$ cat src/hw/rtl/cfwl_pkg.sv
`timescale 1ns / 1ps
// ----------------------------------------------------------------------------
// Command frame link package
// Shared types and constants for the command link endpoint and its status reply.
// ----------------------------------------------------------------------------
package cfwl_pkg;

    // Frame delimiters and register reset value.
    localparam logic [7:0]  FRAME_START   = 8'h24;
    localparam logic [7:0]  FRAME_END     = 8'h23;
    localparam logic [15:0] TIMEOUT_RESET = 16'd5000;

    // Reply geometry: start byte, status snapshot, end byte.
    localparam int SNAP_LEN  = 13;
    localparam int REPLY_LEN = SNAP_LEN + 2;
    localparam int BEAT_W    = $clog2(REPLY_LEN);

    // Item kinds.
    localparam logic [1:0] KIND_RX   = 2'd0;
    localparam logic [1:0] KIND_TICK = 2'd1;
    localparam logic [1:0] KIND_SNAP = 2'd2;

    // Output request bits of the frame.
    localparam logic [7:0] REQ_ROLLER = 8'h01;
    localparam logic [7:0] REQ_VALVE  = 8'h02;

    // Mode byte value that selects manual operation.
    localparam logic [7:0] MODE_MANUAL = 8'h01;

    typedef enum logic [2:0] {
        PH_START,
        PH_MODE,
        PH_CMD,
        PH_OUT,
        PH_TRAIL
    } t_phase;

    typedef logic [SNAP_LEN-1:0][7:0]  t_snap;
    typedef logic [REPLY_LEN-1:0][7:0] t_reply;

    typedef struct packed {
        logic [1:0]  command;
        logic [7:0]  rx_byte;
        logic [7:0]  app_status;
        logic [3:0]  switch_bits;
        logic [1:0]  output_bits;
        logic [15:0] pos_x;
        logic [15:0] pos_y;
        logic [15:0] len_a;
        logic [15:0] len_b;
        logic [7:0]  pwm_left;
        logic [7:0]  pwm_right;
    } t_item;

    typedef struct packed {
        logic       manual_mode;
        logic [7:0] drive_command;
        logic       roller_request;
        logic       valve_request;
        logic       link_up;
    } t_status;

    typedef struct packed {
        logic    frame_done;
        t_status status;
        t_snap   snap;
    } t_result;

endpackage

$ cat src/hw/rtl/cfwl_if.sv
`timescale 1ns / 1ps
// ----------------------------------------------------------------------------
// Command frame link channels
// Input item, result item and configuration write channels.
// ----------------------------------------------------------------------------

// Input item channel.
interface cfwl_in_if;
    logic        valid;
    logic        ready;
    logic [1:0]  command;
    logic [7:0]  rx_byte;
    logic [7:0]  app_status;
    logic [3:0]  switch_bits;
    logic [1:0]  output_bits;
    logic [15:0] pos_x;
    logic [15:0] pos_y;
    logic [15:0] len_a;
    logic [15:0] len_b;
    logic [7:0]  pwm_left;
    logic [7:0]  pwm_right;

    modport source (
        output valid, command, rx_byte, app_status, switch_bits, output_bits,
               pos_x, pos_y, len_a, len_b, pwm_left, pwm_right,
        input  ready
    );
    modport sink (
        input  valid, command, rx_byte, app_status, switch_bits, output_bits,
               pos_x, pos_y, len_a, len_b, pwm_left, pwm_right,
        output ready
    );
endinterface

// Result item channel.
interface cfwl_out_if;
    logic       valid;
    logic       ready;
    logic       tx_valid;
    logic [7:0] tx_byte;
    logic       last;
    logic       manual_mode;
    logic [7:0] drive_command;
    logic       roller_request;
    logic       valve_request;
    logic       link_up;

    modport source (
        output valid, tx_valid, tx_byte, last, manual_mode, drive_command,
               roller_request, valve_request, link_up,
        input  ready
    );
    modport sink (
        input  valid, tx_valid, tx_byte, last, manual_mode, drive_command,
               roller_request, valve_request, link_up,
        output ready
    );
endinterface

// Configuration write channel for the timeout register.
interface cfwl_cfg_if;
    logic        valid;
    logic        ready;
    logic [15:0] data;

    modport source (output valid, data, input ready);
    modport sink   (input valid, data, output ready);
endinterface

$ cat src/hw/rtl/command_frame_link_with_watchdog_top.sv
`timescale 1ns / 1ps
// ----------------------------------------------------------------------------
// Command frame link with watchdog, top level
// The first result of an item is valid in the cycle after it is accepted.
// Throughput: one item per cycle when each item yields one result and the
// result side is ready. A completed frame yields a 15-byte reply; the next
// item is taken as its last byte leaves.
// Reset (synchronous, active low) clears the link state, the snapshot, the
// result valid flag and beat count and loads the timeout with 5000 ms.
// ----------------------------------------------------------------------------
module command_frame_link_with_watchdog_top
    import cfwl_pkg::*;
(
    input  logic     i_clk,
    input  logic     i_rst_n,
    cfwl_in_if.sink  i_in,
    cfwl_cfg_if.sink i_cfg,
    cfwl_out_if.source o_out
);

    t_item   w_item;
    t_result w_result;
    logic    w_ready;
    logic    w_accept;
    logic    w_cfg_we;

    // Input handshake.
    assign i_in.ready = w_ready;
    assign w_accept   = i_in.valid && w_ready;

    // Configuration is always taken.
    assign i_cfg.ready = 1'b1;
    assign w_cfg_we    = i_cfg.valid;

    // Gather the input item fields.
    always_comb begin
        w_item.command     = i_in.command;
        w_item.rx_byte     = i_in.rx_byte;
        w_item.app_status  = i_in.app_status;
        w_item.switch_bits = i_in.switch_bits;
        w_item.output_bits = i_in.output_bits;
        w_item.pos_x       = i_in.pos_x;
        w_item.pos_y       = i_in.pos_y;
        w_item.len_a       = i_in.len_a;
        w_item.len_b       = i_in.len_b;
        w_item.pwm_left    = i_in.pwm_left;
        w_item.pwm_right   = i_in.pwm_right;
    end

    cfwl_decode u_decode (
        .i_clk      (i_clk),
        .i_rst_n    (i_rst_n),
        .i_accept   (w_accept),
        .i_item     (w_item),
        .i_cfg_we   (w_cfg_we),
        .i_cfg_data (i_cfg.data),
        .o_result   (w_result)
    );

    cfwl_reply u_reply (
        .i_clk    (i_clk),
        .i_rst_n  (i_rst_n),
        .i_accept (w_accept),
        .i_result (w_result),
        .o_ready  (w_ready),
        .o_out    (o_out)
    );

endmodule

$ cat src/hw/rtl/cfwl_decode.sv
`timescale 1ns / 1ps
// ----------------------------------------------------------------------------
// Command frame link decoder
// Frame parser, request registers, idle watchdog and status snapshot store.
// ----------------------------------------------------------------------------
module cfwl_decode
    import cfwl_pkg::*;
(
    input  logic        i_clk,
    input  logic        i_rst_n,
    input  logic        i_accept,
    input  t_item       i_item,
    input  logic        i_cfg_we,
    input  logic [15:0] i_cfg_data,
    output t_result     o_result
);

    t_phase      r_phase, n_phase;
    logic        r_manual, n_manual;
    logic [7:0]  r_cmd, n_cmd;
    logic        r_roller, n_roller;
    logic        r_valve, n_valve;
    logic        r_link, n_link;
    logic [15:0] r_idle, n_idle;
    logic        r_running, n_running;
    logic [15:0] r_timeout;
    t_snap       r_snap, n_snap;
    logic        w_is_rx;
    logic        w_done;

    assign w_is_rx = i_accept && (i_item.command == KIND_RX);
    assign w_done  = w_is_rx && (r_phase == PH_TRAIL);

    // Frame phase: next state.
    always_comb begin
        n_phase = r_phase;
        if (w_is_rx) begin
            case (r_phase)
                PH_START: begin
                    if (i_item.rx_byte == FRAME_START) begin
                        n_phase = PH_MODE;
                    end
                end
                PH_MODE:  n_phase = PH_CMD;
                PH_CMD:   n_phase = PH_OUT;
                PH_OUT:   n_phase = PH_TRAIL;
                PH_TRAIL: n_phase = PH_START;
                default:  n_phase = PH_START;
            endcase
        end
    end

    // Request, watchdog and snapshot updates for the accepted item.
    always_comb begin
        n_manual  = r_manual;
        n_cmd     = r_cmd;
        n_roller  = r_roller;
        n_valve   = r_valve;
        n_link    = r_link;
        n_idle    = r_idle;
        n_running = r_running;
        n_snap    = r_snap;
        if (i_accept) begin
            case (i_item.command)
                KIND_RX: begin
                    case (r_phase)
                        PH_MODE:  n_manual = (i_item.rx_byte == MODE_MANUAL);
                        PH_CMD:   n_cmd = i_item.rx_byte;
                        PH_OUT: begin
                            n_roller = |(i_item.rx_byte & REQ_ROLLER);
                            n_valve  = |(i_item.rx_byte & REQ_VALVE);
                        end
                        PH_TRAIL: begin
                            n_link    = 1'b1;
                            n_idle    = '0;
                            n_running = 1'b1;
                        end
                        default: ;
                    endcase
                end
                KIND_TICK: begin
                    if (r_running) begin
                        if (r_idle >= r_timeout) begin
                            n_manual  = 1'b0;
                            n_cmd     = '0;
                            n_roller  = 1'b0;
                            n_valve   = 1'b0;
                            n_link    = 1'b0;
                            n_running = 1'b0;
                            n_idle    = '0;
                        end else begin
                            n_idle = r_idle + 16'd1;
                        end
                    end
                end
                KIND_SNAP: begin
                    n_snap[0]  = i_item.app_status;
                    n_snap[1]  = {4'b0000, i_item.switch_bits};
                    n_snap[2]  = {6'b000000, i_item.output_bits};
                    n_snap[3]  = i_item.pos_x[15:8];
                    n_snap[4]  = i_item.pos_x[7:0];
                    n_snap[5]  = i_item.pos_y[15:8];
                    n_snap[6]  = i_item.pos_y[7:0];
                    n_snap[7]  = i_item.len_a[15:8];
                    n_snap[8]  = i_item.len_a[7:0];
                    n_snap[9]  = i_item.len_b[15:8];
                    n_snap[10] = i_item.len_b[7:0];
                    n_snap[11] = i_item.pwm_left;
                    n_snap[12] = i_item.pwm_right;
                end
                default: ;
            endcase
        end
    end

    // State registers.
    always_ff @(posedge i_clk) begin
        if (!i_rst_n) begin
            r_phase   <= PH_START;
            r_manual  <= 1'b0;
            r_cmd     <= '0;
            r_roller  <= 1'b0;
            r_valve   <= 1'b0;
            r_link    <= 1'b0;
            r_idle    <= '0;
            r_running <= 1'b0;
            r_snap    <= '0;
            r_timeout <= TIMEOUT_RESET;
        end else begin
            r_phase   <= n_phase;
            r_manual  <= n_manual;
            r_cmd     <= n_cmd;
            r_roller  <= n_roller;
            r_valve   <= n_valve;
            r_link    <= n_link;
            r_idle    <= n_idle;
            r_running <= n_running;
            r_snap    <= n_snap;
            if (i_cfg_we) begin
                r_timeout <= i_cfg_data;
            end
        end
    end

    // The reply reports the state after the item and the snapshot before it.
    always_comb begin
        o_result.frame_done            = w_done;
        o_result.status.manual_mode    = n_manual;
        o_result.status.drive_command  = n_cmd;
        o_result.status.roller_request = n_roller;
        o_result.status.valve_request  = n_valve;
        o_result.status.link_up        = n_link;
        o_result.snap                  = r_snap;
    end

    // The link flag and the idle timer are set and cleared together.
    a_link_timer: assert property (@(posedge i_clk) disable iff (!i_rst_n)
        r_link == r_running)
        else $error("link flag and idle timer disagree");

    // A stopped timer always holds zero.
    a_idle_zero: assert property (@(posedge i_clk) disable iff (!i_rst_n)
        !r_running |-> (r_idle == 16'd0))
        else $error("idle count nonzero while timer stopped");

    // A completed frame brings the link up and restarts the count.
    a_frame_link: assert property (@(posedge i_clk) disable iff (!i_rst_n)
        w_done |=> (r_link && r_idle == 16'd0 && r_phase == PH_START))
        else $error("completed frame did not restart the link");

endmodule

$ cat src/hw/rtl/cfwl_reply.sv
`timescale 1ns / 1ps
// ----------------------------------------------------------------------------
// Command frame link reply serializer
// Result register that sends one status item or a fifteen-byte reply frame.
// ----------------------------------------------------------------------------
module cfwl_reply
    import cfwl_pkg::*;
(
    input  logic       i_clk,
    input  logic       i_rst_n,
    input  logic       i_accept,
    input  t_result    i_result,
    output logic       o_ready,
    cfwl_out_if.source o_out
);

    logic              r_valid;
    logic              r_tx_valid;
    logic [BEAT_W-1:0] r_remain;
    t_reply            r_sr;
    t_status           r_status;
    logic              w_take;
    logic              w_last;

    assign w_last  = (r_remain == '0);
    assign w_take  = r_valid && o_out.ready;
    // A new item may load once the final result of the previous one leaves.
    assign o_ready = !r_valid || (o_out.ready && w_last);

    // Control registers: valid flag and remaining beat count.
    always_ff @(posedge i_clk) begin
        if (!i_rst_n) begin
            r_valid  <= 1'b0;
            r_remain <= '0;
        end else if (i_accept) begin
            r_valid  <= 1'b1;
            r_remain <= i_result.frame_done ? BEAT_W'(REPLY_LEN - 1) : '0;
        end else if (w_take) begin
            if (w_last) begin
                r_valid <= 1'b0;
            end else begin
                r_remain <= r_remain - BEAT_W'(1);
            end
        end
    end

    // Payload: reply shift line and status captured with the item.
    always_ff @(posedge i_clk) begin
        if (i_accept) begin
            r_tx_valid <= i_result.frame_done;
            r_status   <= i_result.status;
            if (i_result.frame_done) begin
                r_sr <= {FRAME_END, i_result.snap, FRAME_START};
            end else begin
                r_sr <= '0;
            end
        end else if (w_take && !w_last) begin
            r_sr <= {8'h00, r_sr[REPLY_LEN-1:1]};
        end
    end

    // Result channel.
    always_comb begin
        o_out.valid          = r_valid;
        o_out.tx_valid       = r_tx_valid;
        o_out.tx_byte        = r_sr[0];
        o_out.last           = w_last;
        o_out.manual_mode    = r_status.manual_mode;
        o_out.drive_command  = r_status.drive_command;
        o_out.roller_request = r_status.roller_request;
        o_out.valve_request  = r_status.valve_request;
        o_out.link_up        = r_status.link_up;
    end

    // Only a reply frame spans more than one result.
    a_multi_is_frame: assert property (@(posedge i_clk) disable iff (!i_rst_n)
        (r_valid && !w_last) |-> r_tx_valid)
        else $error("multi-beat result without reply bytes");

    // A taken non-final beat steps the count down by one.
    a_beat_step: assert property (@(posedge i_clk) disable iff (!i_rst_n)
        (w_take && !w_last) |=> (r_valid && r_remain == $past(r_remain) - BEAT_W'(1)))
        else $error("reply beat count did not advance");

    // No new item loads while a reply is still in flight.
    a_no_overrun: assert property (@(posedge i_clk) disable iff (!i_rst_n)
        (r_valid && !w_last) |-> !o_ready)
        else $error("input accepted during reply");

endmodule

$ cat src/flat_wrapper.sv
// flat-port wrapper written by rule: the top's interface ports become plain ports
module command_frame_link_with_watchdog_top_flat import cfwl_pkg::*;
  (i_clk, i_rst_n, i_in_valid, i_in_command, i_in_rx_byte, i_in_app_status, i_in_switch_bits, i_in_output_bits, i_in_pos_x, i_in_pos_y, i_in_len_a, i_in_len_b, i_in_pwm_left, i_in_pwm_right, i_in_ready, i_cfg_valid, i_cfg_data, i_cfg_ready, o_out_valid, o_out_tx_valid, o_out_tx_byte, o_out_last, o_out_manual_mode, o_out_drive_command, o_out_roller_request, o_out_valve_request, o_out_link_up, o_out_ready);
  cfwl_in_if i_in_i ();
  cfwl_cfg_if i_cfg_i ();
  cfwl_out_if o_out_i ();
  input  logic i_clk;
  input  logic i_rst_n;
  input wire logic [$bits(i_in_i.valid)-1:0] i_in_valid;
  input wire logic [$bits(i_in_i.command)-1:0] i_in_command;
  input wire logic [$bits(i_in_i.rx_byte)-1:0] i_in_rx_byte;
  input wire logic [$bits(i_in_i.app_status)-1:0] i_in_app_status;
  input wire logic [$bits(i_in_i.switch_bits)-1:0] i_in_switch_bits;
  input wire logic [$bits(i_in_i.output_bits)-1:0] i_in_output_bits;
  input wire logic [$bits(i_in_i.pos_x)-1:0] i_in_pos_x;
  input wire logic [$bits(i_in_i.pos_y)-1:0] i_in_pos_y;
  input wire logic [$bits(i_in_i.len_a)-1:0] i_in_len_a;
  input wire logic [$bits(i_in_i.len_b)-1:0] i_in_len_b;
  input wire logic [$bits(i_in_i.pwm_left)-1:0] i_in_pwm_left;
  input wire logic [$bits(i_in_i.pwm_right)-1:0] i_in_pwm_right;
  output wire logic [$bits(i_in_i.ready)-1:0] i_in_ready;
  input wire logic [$bits(i_cfg_i.valid)-1:0] i_cfg_valid;
  input wire logic [$bits(i_cfg_i.data)-1:0] i_cfg_data;
  output wire logic [$bits(i_cfg_i.ready)-1:0] i_cfg_ready;
  output wire logic [$bits(o_out_i.valid)-1:0] o_out_valid;
  output wire logic [$bits(o_out_i.tx_valid)-1:0] o_out_tx_valid;
  output wire logic [$bits(o_out_i.tx_byte)-1:0] o_out_tx_byte;
  output wire logic [$bits(o_out_i.last)-1:0] o_out_last;
  output wire logic [$bits(o_out_i.manual_mode)-1:0] o_out_manual_mode;
  output wire logic [$bits(o_out_i.drive_command)-1:0] o_out_drive_command;
  output wire logic [$bits(o_out_i.roller_request)-1:0] o_out_roller_request;
  output wire logic [$bits(o_out_i.valve_request)-1:0] o_out_valve_request;
  output wire logic [$bits(o_out_i.link_up)-1:0] o_out_link_up;
  input wire logic [$bits(o_out_i.ready)-1:0] o_out_ready;
  assign i_in_i.valid = i_in_valid;
  assign i_in_i.command = i_in_command;
  assign i_in_i.rx_byte = i_in_rx_byte;
  assign i_in_i.app_status = i_in_app_status;
  assign i_in_i.switch_bits = i_in_switch_bits;
  assign i_in_i.output_bits = i_in_output_bits;
  assign i_in_i.pos_x = i_in_pos_x;
  assign i_in_i.pos_y = i_in_pos_y;
  assign i_in_i.len_a = i_in_len_a;
  assign i_in_i.len_b = i_in_len_b;
  assign i_in_i.pwm_left = i_in_pwm_left;
  assign i_in_i.pwm_right = i_in_pwm_right;
  assign i_in_ready = i_in_i.ready;
  assign i_cfg_i.valid = i_cfg_valid;
  assign i_cfg_i.data = i_cfg_data;
  assign i_cfg_ready = i_cfg_i.ready;
  assign o_out_valid = o_out_i.valid;
  assign o_out_tx_valid = o_out_i.tx_valid;
  assign o_out_tx_byte = o_out_i.tx_byte;
  assign o_out_last = o_out_i.last;
  assign o_out_manual_mode = o_out_i.manual_mode;
  assign o_out_drive_command = o_out_i.drive_command;
  assign o_out_roller_request = o_out_i.roller_request;
  assign o_out_valve_request = o_out_i.valve_request;
  assign o_out_link_up = o_out_i.link_up;
  assign o_out_i.ready = o_out_ready;
  command_frame_link_with_watchdog_top u_core (.i_clk(i_clk), .i_rst_n(i_rst_n), .i_in(i_in_i), .i_cfg(i_cfg_i), .o_out(o_out_i));
endmodule
$ cat config.mk
export PLATFORM = sky130hd
export DESIGN_NAME = command_frame_link_with_watchdog_top_flat
export DESIGN_NICKNAME = d
export VERILOG_FILES = /design/src/hw/rtl/cfwl_pkg.sv /design/src/hw/rtl/cfwl_if.sv /design/src/hw/rtl/command_frame_link_with_watchdog_top.sv /design/src/hw/rtl/cfwl_decode.sv /design/src/hw/rtl/cfwl_reply.sv /design/src/flat_wrapper.sv
export SDC_FILE = /design/constraint.sdc
export NUM_CORES = 1
export LEC_CHECK = 0
export ABC_AREA = 1
export BUFFER_PORTS_ARGS = -buffer_cell sky130_fd_sc_hd__buf_4
export CORE_MARGIN = 5
export CORE_UTILIZATION = 52
export DETAILED_ROUTE_END_ITERATION = 10
export PLACE_DENSITY = 0.74
export SYNTH_ARGS = -nofsm -noshare
export SYNTH_HDL_FRONTEND = slang
export SYNTH_SLANG_ARGS = --single-unit
$ cat constraint.sdc
create_clock -name i_clk -period 4 [get_ports i_clk]
set_input_delay 0.4 -clock i_clk [delete_from_list [all_inputs] [get_ports i_clk]]
set_output_delay 0.4 -clock i_clk [all_outputs]
set_load 0.02 [all_outputs]
==> results_dict.tcl <==
set metrics [dict create \
    critical_path.startpoint "u_core.u_reply.r_remain[0]$_SDFFE_PN0P_" \
    path_class "reg2reg" \
    r2r_end "u_core.u_reply.r_sr[105]$_DFFE_PP_" \
    cp_common_cell "nand2_4" \
    nets 1462 \
    netlist_area_um2 11400 \
    drt_iter0_drc 535 \
    internal_power_mw 4.92 \
    routedWlPerCell_um 13.9 \
    path_clk_slew_ns 0.06 \
    port_buffers 148 \
    synth_top_area_cell "edfxtp_1" \
    synthTopCellsByArea "edfxtp_1 (33%), dfxtp_1 (26%), nand2_1 (6.0%)" \
    ff2ff_path_depth 11 \
    syn_area_per_cell_um2 9.42 \
    clockBufferDepth 3 \
    synth_fa_ha_area_share_pct 1.98 \
    r2r_slack_ns 1.29 \
    ys_ff_latch 273 \
    dp_slack_ns 1.29 \
    max_stage_delay_ns 0.47 \
    arrival_ns 2.97 \
    path_depth 11 \
    async_flop_share_pct 0 \
    postCtsSetupRepairBufs 0 \
    power_switching_mw 1.50 \
    synth-xor-area-share_pct 0.461 \
    rsz0062_at_grt "false" \
    cts_made_buffers 27 \
    cts_num_sinks 273 \
    setup_total_negative_slack_ns 0 \
    rows 54 \
    power.leakage_nw 5.47 \
    synthMuxAreaShare_pct 0 \
    slew_viol_final 0 \
    drc 0 \
    core_um2 21700 \
    crit_path_start_kind "register" \
    cts.htree.levels 1 \
    grt_remaining_overflow 0 \
    place_congestion 0.833 \
    drive_gt1_share_pct 20.2 \
    reg2reg_from "u_core.u_reply.r_remain[0]$_SDFFE_PN0P_" \
    fin_crit_sh_pct 67.8 \
    root_buffer "clkbuf_16" \
    initial_utilization_pct 52.6 \
    setup_ws_ns 1.29 \
    fin_area_um2 13400 \
    synth_top_family_by_area "compound AO/OA/AOI/OAI gates" \
    antenna_found_initial 1 \
    p_seq_share_pct 51.0 \
    ant_nets 0 \
    pwr-share-comb_pct 10.4 \
    run_status "complete, no violations" \
    syn_inst 1210 \
    vias_per_cell 5.09 \
    fin_skew_ns 0.0214 \
    grt_pass1_wl_um 37300 \
    max_freq_ghz 0.369 \
    crit_end "u_core.u_reply.r_sr[105]$_DFFE_PP_" \
    diodes 0 \
    crit_fanout 65 \
    cts_hold_buffers 0 \
    seq_area_frac_synth_pct 59.0 \
    cts_tree "yes" \
    cts_resized 0 \
    hpwl_um 14700 \
    hold_ws_ns 0.0972 \
    placed_area_um2 12500 \
    final-setup-viol-count 0 \
    grt_pass1_vias 7815 \
    hold_violations 0 \
    path_cells "inv_1, ha_1, nand3_2, nand2_4, nand2_4, inv_4, nand2_2, clkinv_2, nand2_4, buf_12, o21ai_1" \
    die_y_um 158 \
    maxSlewHeadroom_pct 34.9 \
    crit_slowest_cell "nand2_4" \
    p_sw_share_pct 23.4 \
    synth_warnings 0 \
    die_w_um 158 \
    area_growth_pct 17.7 \
    hold_path_class "in2reg" \
    crit_family "simple AND/OR/NAND/NOR gates" \
    synth_compound_area_share_pct 18.3 \
    syn-num-nets 1353 \
    synth_top_area_share_pct 33.2 \
    p_per_area_nw_per_um2 478 \
    clk_latency_ns 0.53 \
    end_kind "register" \
    synth.distinct_cells 38 \
    grt_max_degree 114 \
    synth_ff_type "dfxtp_1" \
    wirelength_um 22600 \
    critPathBufInv 4 \
    synth_edf_count 126 \
    tightest_slew_ns 0.977 \
    first_pass_iters 5 \
    clockPowerShare_pct 38.6 \
    power_mw 6.42 \
    maxCapViolations 0 \
    grtUsageTotal_pct 17.9 \
    io_pins 150 \
    ir_worst_vdd_mv 0.314 \
    die_area_um2 25000 \
    required_ns 4.25 \
    period_minus_slack_ns 2.71 \
    num_vias 8249 \
    yosys.area_share.simple_pct 10.6 \
]
## how the worst min path moves through the flow
stage	from	end	slack [ns]	depth (start not counted)
detailed placement	u_core.u_decode.o_result[7]$_SDFFE_PN0P_	u_core.u_decode.o_result[7]$_SDFFE_PN0P_	0.44	2
global route	i_cfg_data[9]	u_core.u_decode.r_timeout[9]$_SDFFE_PN1P_	0.09	3
finish	i_cfg_data[9]	u_core.u_decode.r_timeout[9]$_SDFFE_PN1P_	0.1	3
CTS	i_cfg_data[9]	u_core.u_decode.r_timeout[9]$_SDFFE_PN1P_	0.08	3
global placement	u_core.u_decode.o_result[7]$_SDFFE_PN0P_	u_core.u_decode.o_result[7]$_SDFFE_PN0P_	0.43	2
floorplan	u_core.u_decode.o_result[7]$_SDFFE_PN0P_	u_core.u_decode.o_result[7]$_SDFFE_PN0P_	0.42	2
## layout make-up
class                      instances  area, um2
clock buffer                      39        802
multi-input combinational        682       3580
sequential                       273       6730
fill                            1817       8270
clock inverter                    11       83.8
tap                              280        350
inverter                         181        683
timing repair buffer             154       1190
## stage by stage
step,util (%),cells
final,61.9,1620
after global routing,61.9,1620
after CTS,61.9,1620
after detailed placement,57.8,1570
after global placement,57.8,1570
after floorplan,-,1210
## logic make-up (layout without fill, tap and decap cells)
family	count (synthesis)	after routing
buf+inv	255	385
xor+xnor	6	6
fa+ha+maj	18	18
compound gates	365	365
simple gates	292	292
other cells	1	1
flops	273	273
## worst reg2reg max path: stages (launching register included)
cell	delay [ns]
dfxtp_1	0.32
inv_1	0.07
ha_1	0.24
nand3_2	0.10
nand2_4	0.07
nand2_4	0.10
inv_4	0.16
nand2_2	0.14
clkinv_2	0.20
nand2_4	0.47
buf_12	0.39
o21ai_1	0.19
## flip-flops by register name, indices dropped and copies added (netlist names)
register	count
u_core.u_reply.o_out.valve_request	1
u_core.u_decode.r_valve	1
u_core.u_decode.r_cmd	8
u_core.u_decode.r_manual	1
u_core.u_decode.r_phase	3
u_core.u_decode.r_link	1
u_core.u_decode.r_idle	16
u_core.u_decode.r_running	1
u_core.u_reply.o_out.tx_valid	1
u_core.u_reply.o_out.tx_byte	8
u_core.u_reply.r_remain	4
u_core.u_decode.o_result	94
u_core.u_reply.o_out.roller_request	1
u_core.u_reply.o_out.drive_command	8
u_core.u_decode.r_roller	1
u_core.u_reply.o_out.manual_mode	1
u_core.u_reply.r_sr	105
u_core.u_decode.r_timeout	16
u_core.u_reply.o_out.link_up	1
u_core.u_reply.o_out.valid	1
## synth_stat cells, types with 2 or more instances
master    number
buf_4         11
ha_1          18
edfxtp_1     126
nand2_4        2
o211ai_1      12
inv_1        176
xor2_1         5
o21ai_0      108
o21ai_1       51
nor3_1         6
buf_6         11
o21ai_2       56
nand4_1        8
nand3_1       21
a21oi_1      133
dfxtp_1      147
inv_2          3
clkbuf_1      34
buf_2         17
nand2_2        2
nand2_1      183
nor2_1        64
## power groups by stage
stage	clock network, mW	registers (mW)	logic, mW
final	2.48	3.27	0.670
after global routing	2.65	3.29	0.755
after CTS	2.54	3.27	0.682
after detailed placement	0	3.33	0.677
after global placement	0	3.33	0.660
after floorplan	0	3.33	0.435
## metal layers
layer / global-route usage [%] / part of all wire, % / routed length, um
met4: 3.98 / 1.7 / 384
met5: 0 / 0.084 / 19
met3: 2.93 / 5.8 / 1300
met1: 24.6 / 44 / 10000
met2: 30.2 / 48 / 10800
## cell usage in the layout, fill, tap and decap left out, drive strengths merged, types with 12 or more instances in the layout
cell type	instances
nor2	66
nand3	23
dfxtp	147
o21ai	215
ha	18
buf	154
a21oi	134
nand2	187
clkbuf	39
edfxtp	126
inv	181
o211ai	12
Note: power is estimated with default switching activity, not from simulation.
